===== src/rtl/nlms_ram.sv =====
`default_nettype none
module nlms_ram #(
    parameter int WIDTH = 32,
    parameter int DEPTH = 128
) (
    input  wire logic                     clk,
    input  wire logic                     we,
    input  wire logic [$clog2(DEPTH)-1:0] waddr,
    input  wire logic [WIDTH-1:0]         wdata,
    input  wire logic [$clog2(DEPTH)-1:0] raddr,
    output logic      [WIDTH-1:0]         rdata
);

    logic [WIDTH-1:0] mem [DEPTH];

    always_ff @(posedge clk)
    begin
        if (we)
        begin
            mem[waddr] <= wdata;
        end
        rdata <= mem[raddr];
    end

endmodule
`default_nettype wire


===== config.mk =====
export PLATFORM = sky130hd
export DESIGN_NAME = nlms_ram
export DESIGN_NICKNAME = d
export VERILOG_FILES = /design/src/rtl/nlms_ram.sv
export SDC_FILE = /design/constraint.sdc
export NUM_CORES = 2
export LEC_CHECK = 0
export ABC_CLOCK_PERIOD_IN_PS = 12830
export BUFFER_PORTS_ARGS = -buffer_cell sky130_fd_sc_hd__buf_2
export CORE_UTILIZATION = 42
export CTS_CLUSTER_SIZE = 10
export DETAILED_ROUTE_END_ITERATION = 12
export REMOVE_ABC_BUFFERS = 1
export SYNTH_ARGS = -nofsm -noshare
export SYNTH_HDL_FRONTEND = slang
export SYNTH_SLANG_ARGS = --single-unit
export TNS_END_PERCENT = 30

===== constraint.sdc =====
create_clock -name clk -period 12.83 [get_ports clk]
set_input_delay 2.566 -clock clk [delete_from_list [all_inputs] [get_ports clk]]
set_output_delay 2.566 -clock clk [all_outputs]
set_load 0.01 [all_outputs]

==> reports/qor.csv <==
stage,metric,value,unit
sta,fin_crit,5.98,ns
drt,drt-vias-per-instance,6.13,
yosys,yosysUniqueCellTypes,17,
setup_path,critPathMaxFanout,91,
finish,fillers,29100,
clock_tree,cts_made_buffers,455,
job,drv_cap,0,
yosys,synthTopCellsByArea,"edfxtp_1, mux4_2, clkbuf_1",
power,p_leak,53.5,nW
setup_path,cp-end-kind,flop,
sta,rsz0062_at_grt,no,
global_route,grt_max_degree,139,
floorplanning,dieHeight,612,µm
finish,drive_above_1_share,34.6,%
sta,worst_pin_slew,1.28,ns
sta,layout_worst_path_cycle_share,46.6,%
placement,io_buffers,79,
sta,slew_headroom,14.4,%
sta,max_freq,167,MHz
setup_path,arrival,6.83,ns
floorplanning,die_w,612,µm
floorplanning,die-area,375000,µm²
clock_tree,clockBufferDepth,4,
global_route,grt.overflow.total,0,
yosys,yosysMostFrequentCell,edfxtp_1,
power,irDropWorstVdd,0.124,mV
global_route,grt_pass1_wl,585000,µm
worst_hold_path,hp-class,flop to flop,
power,p_per_area,157,nW/µm²
placement,gp_congestion,0.784,
drt,via_count,71400,
global_route,antenna_found_initial,69,
clock_tree,cts_root_buf,clkbuf_16,
clock_tree,cts.sinks,4128,
drt,route.detailed.drc,0,
clock_tree,cts_tree,done,
drt,avgRoutedWirePerCell,36.4,µm
clock_tree,h-tree-depth,5,
clock_tree,cts_hold_buffers,0,
yosys,synth_ff_type,edfxtp_1,
placement,placed_area,164000,µm²
finish,layout.nets,6473,
drt,first_pass_iters,6,
setup_path,critPathKind,primary input to flop,
clock_tree,clkTransAtPathRegs,0.06,ns
drt,wl,424000,µm
yosys,synth_seq_cells,4128,
floorplanning,ios,80,
sta,hold_viol_final,0,
yosys,synth_top_area_cell,edfxtp_1,
placement,dpl.hpwl,224000,µm
yosys,yosysWarnings,0,
setup_path,cp.required,13.68,ns
sta,maxSlewViolCount,0,
yosys,synthTopCellsByCount,"edfxtp_1, mux4_2, clkbuf_1",
drt,drt_iter0_drc,9924,
finish,area_growth,13.4,%
clock_tree,clk_latency,0.97,ns
sta,finClkSkew,0.0721,ns
floorplanning,initial_core_util,42.3,%
sta,setup_total_negative_slack,0,ns
yosys,netlist_area,156000,µm²
yosys,async_flop_share,0,%
setup_path,start_kind,primary input,
drt,ant_nets,0,
floorplanning,num_rows,223,
global_route,grt_pass1_vias,71900,
yosys,synth_edf_count,4096,
yosys,seq_area_frac_synth,79.1,%
yosys,yosys.area.top_type_share,78.7,%
yosys,syn_inst,5990,
floorplanning,core_area,370000,µm²
status,status,"complete, no violations",
finish,finish.instance_area,177000,µm²
global_route,grt_util_all_layers,22.6,%
clock_tree,post_cts_buffers,0,
yosys,syn_avg_cell_area,26.1,µm²
clock_tree,cts_resized,0,
sta,setup_viol,0,
-- layer usage --
layer  GRT usage (%)  vias to the layer above  part of all wire [%]
met3            3.90                      587                   9.2
li1                -                    27200                     -
met1            32.5                    39900                    40
met4            6.76                       22                   3.2
met2            35.8                     3602                    48
met5               0                        -                 0.037
-- cell families after synthesis --
family | share of synthesized area, %
buffers and inverters | 0.839
muxes | 19.6
and+or+nand+nor | 0.446
DFF | 79.1
-- where the power goes --
part	internal, mW	switching (mW)
sequential	14.9	0.0776
combinational	0.531	0.894
clock	6.51	4.93
total	22.0	5.90
-- final timing paths --
check / slack [ns] / depth (start not counted) / from / endpoint
min reg2reg: 1.12 / 4 / mem[95][10] / rdata[10]
max reg2reg: 9.97 / 4 / mem[117][27] / rdata[27]
min: 1.12 / 4 / mem[95][10] / rdata[10]
max: 6.85 / 7 / raddr[0] / rdata[27]
-- cell usage in the layout, fill, tap and decap left out, drive strengths merged, types with 10 or more instances in the layout --
cell type and n:
mux4 1344, dfxtp 32, nand2 14, mux2 32
edfxtp 4096, clkbuf 627, nor2 122, diode 74
clkinv 12, nand3 12, inv 10, buf 294
-- critical path: stages --
cell and delay [ns]:
buf_12 0.55, buf_4 0.58, buf_12 0.58, mux4_2 0.60, mux4_2 0.53, mux4_2 0.72
mux2_2 0.38
-- metrics by stage --
stage / utilization [%] / instances / power [mW] / hold WS [ns] / setup slack, ns
2_1_floorplan: - / 5674 / 15.8 / 1.07 / 7.06
3_3_place_gp: 44.5 / 10900 / 16.7 / 1.13 / 5.82
3_5_place_dp: 44.5 / 10900 / 16.7 / 1.12 / 5.82
4_1_cts: 47.9 / 11600 / 28.1 / 1.11 / 6.86
5_1_grt: 47.9 / 11600 / 28.5 / 1.16 / 6.65
6_report: 47.9 / 11600 / 27.9 / 1.12 / 6.85
-- cell type report --
type	count	area, µm²	share of cell area, %
diodes	74	185	0.105
multi-input cells	1546	32300	18.2
clock buffers	627	12200	6.90
clock inverters	22	302	0.170
well taps	4950	6190	3.50
repair buffers	294	2320	1.31
flip-flops and latches	4128	124000	69.8
-- state kept, by name, summed over array words and instances (netlist names) --
signal / flops
mem: 4096
rdata: 32
(Power assumes the default switching activity.)
